<file path="config.mk">
export PLATFORM = sky130hd
export DESIGN_NAME = fvs_fifo
export DESIGN_NICKNAME = d
export VERILOG_FILES = /design/src/rtl/fvs_fifo.sv
export SDC_FILE = /design/constraint.sdc
export NUM_CORES = 1
export LEC_CHECK = 0
export BUFFER_PORTS_ARGS = -buffer_cell sky130_fd_sc_hd__clkbuf_2
export CELL_PAD_IN_SITES_DETAIL_PLACEMENT = 0
export CELL_PAD_IN_SITES_GLOBAL_PLACEMENT = 1
export CORE_MARGIN = 4
export CORE_UTILIZATION = 44
export CTS_BUF_LIST = sky130_fd_sc_hd__clkbuf_8 sky130_fd_sc_hd__clkbuf_16
export CTS_CLUSTER_DIAMETER = 200
export DETAILED_ROUTE_END_ITERATION = 8
export PLACE_DENSITY_LB_ADDON = 0.1
export SLEW_MARGIN = 10
export SYNTH_ARGS = -nofsm -noshare
export SYNTH_HDL_FRONTEND = slang
export SYNTH_SLANG_ARGS = --single-unit
</file>
<file path="constraint.sdc">
create_clock -name clk_i -period 1.7 [get_ports clk_i]
set_input_delay 0 -clock clk_i [delete_from_list [all_inputs] [get_ports clk_i]]
set_output_delay 0 -clock clk_i [all_outputs]
set_load 0.005 [all_outputs]
</file>
<file path="src/rtl/fvs_fifo.sv">
// two entry request queue between front and back
`default_nettype none
module fvs_fifo #(
  parameter int unsigned W = 8
) (
  input  wire logic         clk_i,
  input  wire logic         rst_ni,
  input  wire logic         push_i,
  input  wire logic [W-1:0] din_i,
  output logic              full_o,
  input  wire logic         pop_i,
  output logic              empty_o,
  output logic [W-1:0]      dout_o
);
  logic [W-1:0] mem_q [2];
  logic         wp_q, rp_q;
  logic [1:0]   cnt_q;

  assign full_o  = cnt_q == 2'd2;
  assign empty_o = cnt_q == 2'd0;
  assign dout_o  = mem_q[rp_q];

  always_ff @(posedge clk_i or negedge rst_ni) begin
    if (!rst_ni) begin
      wp_q  <= 1'b0;
      rp_q  <= 1'b0;
      cnt_q <= 2'd0;
    end else begin
      if (push_i) wp_q <= ~wp_q;
      if (pop_i) rp_q <= ~rp_q;
      cnt_q <= cnt_q + 2'(push_i) - 2'(pop_i);
    end
  end

  always_ff @(posedge clk_i) begin
    if (push_i) mem_q[wp_q] <= din_i;
  end
endmodule
`default_nettype wire

</file>
==> results.json, run 1 <==
{
  "vdd_drop_max_mv": 0.985,
  "die_h_um": 50.9,
  "gr-usage-met2": 0.191,
  "hold_buffers": 11,
  "clock_path_buffers": 2,
  "crit_chain": "mux2_4 -> clkbuf_2",
  "path_max_fanout": 9,
  "finalSetupTns_ns": 0,
  "rsz0062_at_grt": "false",
  "r2r-end": "cnt_q[1]",
  "multi_input_area_um2": 209,
  "track_usage": 0.110,
  "cts_made_buffers": 3,
  "clkTransAtPathRegs_ns": 0.06,
  "via_count": 435,
  "slowest_stage": "dfrtp_1",
  "cts_resized": 0,
  "cp-start-kind": "flop",
  "cts.sink_count": 20,
  "syn_area_um2": 808,
  "dieArea_um2": 2590,
  "critPathCaptureType": "output port",
  "cap_violations": 0,
  "fin_util": 0.635,
  "hold_path.class": "in2async",
  "synth_top_cell_by_area": "edfxtp_1",
  "yosysTopAreaCellShare": 0.594,
  "dp.cells": 86,
  "rows": 15,
  "finalNonFillerCells": 101,
  "fill_cells": 138,
  "rrSetupSlack_ns": 0.52,
  "arrival_ns": 1.36,
  "drc_errors": 0,
  "path_class": "reg2out",
  "busiest_layer": "met2",
  "grt_pass1_vias": 462,
  "rr_worst_depth": 5,
  "slew_headroom": 0.668,
  "cp_slowest_stage_delay_ns": 0.65,
  "fmax_ghz": 0.737,
  "period_share": 0.798,
  "n_antenna_cell": 0,
  "outcome": "completed",
  "place_ws_ns": 0.514,
  "clock_latency_ns": 0.25,
  "seq_area_frac_synth": 0.718,
  "hold_violations": 0,
  "nets": 91,
  "cts_tree": "done",
  "fin_worst_skew_ns": 0.00123,
  "area.growth.synth_to_final_pct": 35.6,
  "final.setup.worst_slack_ns": 0.343,
  "initial_core_util": 0.468,
  "grt_max_degree": 12,
  "timing.rr.start": "cnt_q[0]",
  "ys_warn_count": 0,
  "power.leakage_nw": 0.487,
  "htreeDepth": 1,
  "wl_per_cell_um": 11.8,
  "power_density_nw_per_um2": 1400,
  "vias_per_cell": 4.31,
  "root_buffer": "clkbuf_8",
  "use_met3": 0.0292,
  "die_w_um": 50.9,
  "core_um2": 1730,
  "regArea_um2": 581,
  "ios": 22,
  "tightest_slew_ns": 0.498,
  "io_buffers": 21,
  "grt_pass1_wl_um": 1990,
  "synth.avg_cell_area_um2": 20.2,
  "globalRoute.totalOverflow": 0,
  "antenna_found_initial": 0,
  "synth.distinct_cells": 11,
  "syn-num-nets": 54,
  "post-cts-setup-buffers": 0,
  "wirelength_um": 1190,
  "finalSetupViolations": 0,
  "final_antenna_net_count": 0,
  "period_needed_ns": 1.36,
  "ys_ff_latch": 20,
  "dp_hpwl_um": 837,
  "cp.required_ns": 1.70,
  "drtPass1Iterations": 1,
  "grt_use_met1": 0.118,
  "netlist_instances": 40,
  "gp_congestion": 0.649,
  "yosys-top-cells-area": "edfxtp_1 (59%), mux2_4 (15%), dfrtp_1 (12%)",
  "drive_gt1_frac": 0.434,
  "drv_slew": 0,
  "drtIter0Drc": 0,
  "total_power_mw": 1.53
}
[cell usage after synthesis]
library cell / number
nor2b_1: 2
edfxtp_1: 16
and2_1: 1
mux2_4: 8
xor2_1: 2
dfrtp_1: 4
nor2_1: 1
inv_1: 2
xor3_1: 1
buf_6: 1
ha_1: 2
[worst max-delay path by stage]
stage / from / to / slack (ns) / cells after the start
floorplan: wp_q / mem_q[0][0] / 0.54 / 1
finish: rp_q / dout_o[2] / 0.34 / 2
global placement: cnt_q[0] / cnt_q[1] / 0.53 / 5
CTS: rp_q / dout_o[4] / 0.32 / 2
global route: rp_q / dout_o[2] / 0.27 / 2
detailed placement: cnt_q[0] / cnt_q[1] / 0.51 / 5
[state kept, by name, indices dropped and copies added (netlist names)]
| register | count |
|---|---|
| rp_q | 1 |
| wp_q | 1 |
| mem_q | 16 |
| cnt_q | 2 |
[kinds of logic after synthesis]
| kind of cell | count (synthesis) | share of synthesized area |
|---|---|---|
| xor+xnor | 3 | 0.0511 |
| mux | 8 | 0.149 |
| buf+inv | 3 | 0.0232 |
| fa+ha+maj | 2 | 0.0310 |
| simple gates | 4 | 0.0279 |
| flops | 20 | 0.718 |
[per-layer routing]
layer / wire length (um) / vias up
li1: - / 218
met1: 448 / 197
met2: 657 / 16
met3: 63 / 4
met4: 23 / 0
met5: 0 / -
[area by class of cell]
class	instances	area share
Clock buffer	3	0.0377
Clock inverter	1	0.00342
Inverter	2	0.00685
Multi-Input combinational cell	17	0.191
Sequential cell	20	0.530
Tap cell	25	0.0285
Timing Repair Buffer	33	0.203
[placed cells by master (no fill, tap or decap)]
master / n
clkbuf_8: 3
ha_1: 2
and2_1: 1
nor2_1: 1
buf_4: 1
mux2_4: 8
dfrtp_1: 4
dlygate4sd3_1: 11
clkbuf_2: 21
inv_1: 3
xor3_1: 1
nor2b_1: 2
edfxtp_1: 16
xor2_1: 2
[through the flow]
step	instance area, um2	hold WS [ns]
2_1_floorplan	808	-0.296
3_3_place_gp	941	-0.185
3_5_place_dp	941	-0.188
4_1_cts	1100	0.0778
5_1_grt	1100	0.106
6_report	1100	0.0929
[power breakdown]
| group | leakage, nW | total (mW) | internal, mW | switching, mW |
|---|---|---|---|---|
| registers | 0.197 | 0.767 | 0.667 | 0.0996 |
| clock network | 0.0269 | 0.295 | 0.160 | 0.135 |
| logic | 0.263 | 0.471 | 0.314 | 0.157 |
| total | 0.487 | 1.53 | 1.14 | 0.391 |
[worst max-delay path: cells and delay by family (launching register included)]
kind,cells,cell delay (ns)
buffers and inverters,1,0.11
flip-flops,1,0.65
multiplexers,1,0.34
No activity file was read; power rests on OpenSTA's default activity.
==> run 2, diff against run 1 <==
- ABC_AREA: unset -> 1
- CORE_UTILIZATION: 44 -> 39
- clock period: 1.7 -> 1.3 ns (I/O delays scaled with it)
==> results.json, run 2 <==
{
  "layout_commonest_cell": "clkbuf_2",
  "clock_path_buffers": 2,
  "synth.distinct_cells": 12,
  "die_h_um": 54.2,
  "initial_core_util": 0.415,
  "antenna_found_initial": 0,
  "p_int_mw": 1.56,
  "rr_worst_depth": 6,
  "drv_slew": 0,
  "cap_violations": 0,
  "post-cts-setup-buffers": 0,
  "nets": 117,
  "globalRoute.totalOverflow": 0,
  "tightest_slew_ns": 0.326,
  "slew_headroom": 0.783,
  "ys.flop_type": "edfxtp_1",
  "synth_top_cell_by_area": "edfxtp_1",
  "finalSetupTns_ns": 0,
  "yosysTopAreaCellShare": 0.578,
  "synthMuxAreaShare": 0,
  "grt_pass1_wl_um": 1950,
  "die_w_um": 54.2,
  "vdd_drop_max_mv": 0.898,
  "largestRegisters": "mem_q x16, cnt_q x2",
  "pwr-share-seq": 0.467,
  "final_cell_mix": "clkbuf_2 (21), edfxtp_1 (16), inv_1 (15)",
  "dp_hpwl_um": 901,
  "synth.avg_cell_area_um2": 12.4,
  "htreeDepth": 1,
  "netlist_instances": 67,
  "seq_area_frac_synth": 0.699,
  "ios": 22,
  "cts.sink_count": 20,
  "finalSetupViolations": 0,
  "synth_top_family_by_area": "buffers and inverters",
  "cts_made_buffers": 3,
  "synth-compound-area-share": 0.0617,
  "period_share": 0.915,
  "syn_area_um2": 831,
  "cts_tree": "done",
  "drc_errors": 0,
  "vias_per_cell": 4.20,
  "root_buffer": "clkbuf_8",
  "yosys.area_share.simple": 0.0828,
  "hold_violations": 0,
  "ys_ff_latch": 20,
  "largest_reg_flops": 16,
  "arrival_ns": 1.19,
  "cp.required_ns": 1.30,
  "wirelength_um": 1220,
  "fin_hold_ws_ns": 0.0953,
  "drtPass1Iterations": 3,
  "io_buffers": 21,
  "fin_worst_skew_ns": 0.00397,
  "async_reset_ff_frac": 0.200,
  "synth_edf_count": 16,
  "timing.rr.start": "cnt_q[0]",
  "outcome": "completed",
  "busiest_layer": "met2",
  "yosys.area_share.xor_xnor": 0.0211,
  "drive_gt1_frac": 0.294,
  "path_max_fanout": 17,
  "grt_use_met1": 0.104,
  "rrSetupSlack_ns": 0.18,
  "final_antenna_net_count": 0,
  "total_power_mw": 2.17,
  "grt_pass1_vias": 488,
  "dieArea_um2": 2930,
  "syn-num-nets": 81,
  "fmax_ghz": 0.841,
  "synth-adder-area-share": 0.0301,
  "netSwitchingPower_mw": 0.614,
  "wl_per_cell_um": 9.48,
  "clkPwrFrac": 0.276,
  "grt_max_degree": 18,
  "yosys-top-cells-area": "edfxtp_1 (58%), dfrtp_1 (12%), inv_1 (6.8%)",
  "via_count": 542,
  "period_needed_ns": 1.19,
  "cp-start-kind": "flop",
  "top_register": "mem_q",
  "drtIter0Drc": 6,
  "synth_most_common_cell": "edfxtp_1",
  "area.growth.synth_to_final_pct": 35.8,
  "hold_path.class": "in2async",
  "power.leakage_nw": 0.530,
  "gp_congestion": 0.682,
  "clock_latency_ns": 0.25,
  "ys_warn_count": 0,
  "gr-usage-met2": 0.171,
  "core_um2": 2000,
  "synth_common_cells": "edfxtp_1 (16), inv_1 (15), nand2_1 (14), o21ai_0 (5), dfrtp_1 (4)",
  "path_class": "reg2out",
  "r2r-end": "cnt_q[1]",
  "rsz0062_at_grt": "false",
  "rows": 16,
  "power_density_nw_per_um2": 1920,
  "n_antenna_cell": 0,
  "fin_util": 0.564,
  "critPathCaptureType": "output port",
  "use_met3": 0.0416,
  "switching_share": 0.283,
  "pwr-share-comb": 0.256,
  "track_usage": 0.0983,
  "clkTransAtPathRegs_ns": 0.07
}
## run 2: cell types whose count changed after synthesis, moves of 2 or more
cell     change
inv_1       +13
mux2_4       -8
nand2_1     +14
nor2_1       +2
nor2b_1      -2
o21ai_0      +5
o21ai_2      +3
## run 2: logic make-up (layout without fill, tap and decap cells)
logic type                 after synthesis  after routing
AOI/OAI and AO/OA                        8              8
xor gates and xnor gates                 2              2
adders and majority gates                2              2
buffers and inverters                   17             52
DFF                                     20             20
and+or+nand+nor                         18             18
## run 2: what timing repair did
action	4_1_cts	5_1_grt
hold buffers	11	0
resized for setup	1	0
setup endpoints to repair	8	0
endpoints found under the hold margin	22	0
## run 2: routing by layer
metal	share of wire	vias up
met3	0.074	2
li1	-	282
met4	0.0065	0
met5	0	-
met2	0.51	15
met1	0.41	243
## run 2: power by group through the flow
| stage | clock network (mW) | logic, mW | registers (mW) |
|---|---|---|---|
| 4_1_cts | 0.620 | 0.576 | 1.02 |
| 2_1_floorplan | 0 | 0.476 | 0.935 |
| 6_report | 0.600 | 0.556 | 1.01 |
| 3_3_place_gp | 0 | 0.543 | 1.02 |
| 3_5_place_dp | 0 | 0.548 | 1.03 |
| 5_1_grt | 0.655 | 0.656 | 1.03 |
## run 2: final cells by class
cell class              count  area (um2)
repair buffers             33         223
flip-flops and latches     20         582
clock buffers               3        41.3
clock inverters             1        30.0
fillers                   181         873
inverters                  15        56.3
well taps                  27        33.8
multi-input cells          30         163
## run 2: worst max path at each step
stage,end,from
floorplan,mem_q[0][0],wp_q
global placement,cnt_q[1],cnt_q[0]
detailed placement,cnt_q[1],cnt_q[0]
CTS,dout_o[2],rp_q
global route,dout_o[3],rp_q
finish,dout_o[2],rp_q
## run 2: per-stage QoR
| stage | worst slack, ns | area, um2 | std cells |
|---|---|---|---|
| final | 0.111 | 1130 | 129 |
| after floorplan | 0.156 | 831 | 67 |
| after detailed placement | 0.183 | 946 | 114 |
| after global placement | 0.203 | 946 | 114 |
| after CTS | 0.0924 | 1130 | 129 |
| after global routing | 0.0500 | 1130 | 129 |
## run 2: worst max-delay path, stage by stage (launching register included)
cell      delay, ns
dfrtp_2        0.53
o21ai_0        0.25
clkbuf_2       0.15
==> run 3, diff against run 2 <==
- CORE_MARGIN: 4 -> unset
==> results.json, run 3 (synthesis results as in run 2) <==
{
  "critPathCaptureType": "output port",
  "finalSetupTns_ns": 0,
  "path_max_fanout": 17,
  "drtIter0Drc": 4,
  "rows": 16,
  "slew_headroom": 0.772,
  "vdd_drop_max_mv": 1.09,
  "initial_core_util": 0.419,
  "n_antenna_cell": 0,
  "grt_pass1_vias": 412,
  "antenna_found_initial": 0,
  "root_buffer": "clkbuf_8",
  "clock_path_buffers": 2,
  "cap_violations": 0,
  "die_h_um": 48.2,
  "dp_hpwl_um": 782,
  "total_power_mw": 2.16,
  "cp-start-kind": "flop",
  "cts_tree": "done",
  "layout_commonest_cell": "clkbuf_2",
  "core_um2": 1980,
  "power_density_nw_per_um2": 1910,
  "track_usage": 0.111,
  "clkTransAtPathRegs_ns": 0.07,
  "top_register": "mem_q",
  "vias_per_cell": 3.97,
  "ios": 22,
  "largestRegisters": "mem_q x16, cnt_q x2",
  "die_w_um": 48.2,
  "via_count": 512,
  "dp.cells": 114,
  "final_cell_mix": "clkbuf_2 (21), edfxtp_1 (16), inv_1 (15)",
  "fin_worst_skew_ns": 0.00204,
  "period_needed_ns": 1.18,
  "drive_gt1_frac": 0.294,
  "fmax_ghz": 0.850,
  "cts_made_buffers": 3,
  "dieArea_um2": 2320,
  "fin_hold_ws_ns": 0.0804,
  "hold_path.class": "in2async",
  "final_antenna_net_count": 0,
  "clock_latency_ns": 0.25,
  "largest_reg_flops": 16,
  "wirelength_um": 1160,
  "drc_errors": 0,
  "rsz0062_at_grt": "false",
  "finalNonFillerCells": 129,
  "finalSetupViolations": 0,
  "post-cts-setup-buffers": 0,
  "cp.required_ns": 1.30,
  "nets": 117,
  "tightest_slew_ns": 0.341,
  "arrival_ns": 1.18,
  "gp_congestion": 0.632,
  "drtPass1Iterations": 2,
  "area.growth.synth_to_final_pct": 35.8,
  "globalRoute.totalOverflow": 0,
  "path_class": "reg2out",
  "grt_max_degree": 18,
  "period_share": 0.905,
  "rr_worst_depth": 6,
  "cts.sink_count": 20,
  "hold_violations": 0,
  "drv_slew": 0,
  "outcome": "completed",
  "power.leakage_nw": 0.530,
  "wl_per_cell_um": 8.96,
  "htreeDepth": 1,
  "grt_pass1_wl_um": 1680,
  "io_buffers": 21
}
[run 3: cell counts in the layout (fill, tap and decap cells not counted)]
Identical to the previous run, type by type.
[run 3: area by class of cell]
| type | instances | area (um2) |
|---|---|---|
| fillers | 173 | 853 |
| inverters | 15 | 56.3 |
| flip-flops and latches | 20 | 582 |
| clock buffers | 3 | 41.3 |
| clock inverters | 1 | 30.0 |
| multi-input cells | 30 | 163 |
| repair buffers | 33 | 223 |
| well taps | 27 | 33.8 |
[run 3: path summary, 6_finish.rpt]
kind                                from          end  slack (ns)
worst max-delay path                rp_q    dout_o[1]        0.12
worst min-delay path              rst_ni         wp_q        0.08
worst max register to register  cnt_q[0]     cnt_q[1]        0.19
worst min register to register      wp_q         wp_q        0.50
max in group asynchronous         rst_ni         rp_q        1.09
min in group clk_i              din_i[0]  mem_q[0][0]        0.48
[run 3: worst max-delay path, cell delays in order (launching register included)]
cell and delay [ns]:
dfrtp_2 0.53, o21ai_0 0.25, clkbuf_2 0.15
[run 3: power breakdown]
part | internal [mW] | switching (mW) | total (mW)
sequential | 0.873 | 0.133 | 1.01
clock | 0.410 | 0.188 | 0.599
combinational | 0.273 | 0.282 | 0.555
[run 3: stage by stage]
step,setup slack [ns],utilization,instance area [um2]
3_5_place_dp,0.195,0.477,946
3_3_place_gp,0.200,0.477,946
4_1_cts,0.0941,0.569,1130
2_1_floorplan,0.156,-,831
6_report,0.124,0.569,1130
5_1_grt,0.0470,0.569,1130
[run 3: repair_timing]
action                                  in CTS  in global routing
hold buffers                                11                  0
hold endpoints to repair                    22                  0
gates resized for setup                      1                  0
endpoints found under the setup margin       5                  0
[run 3: routing by layer]
metal	vias to the layer above	global-route usage	share of wire
met2	10	0.181	0.48
li1	286	-	-
met3	2	0.0333	0.031
met5	-	0	0
met4	0	0.0500	0.0061
met1	214	0.137	0.48
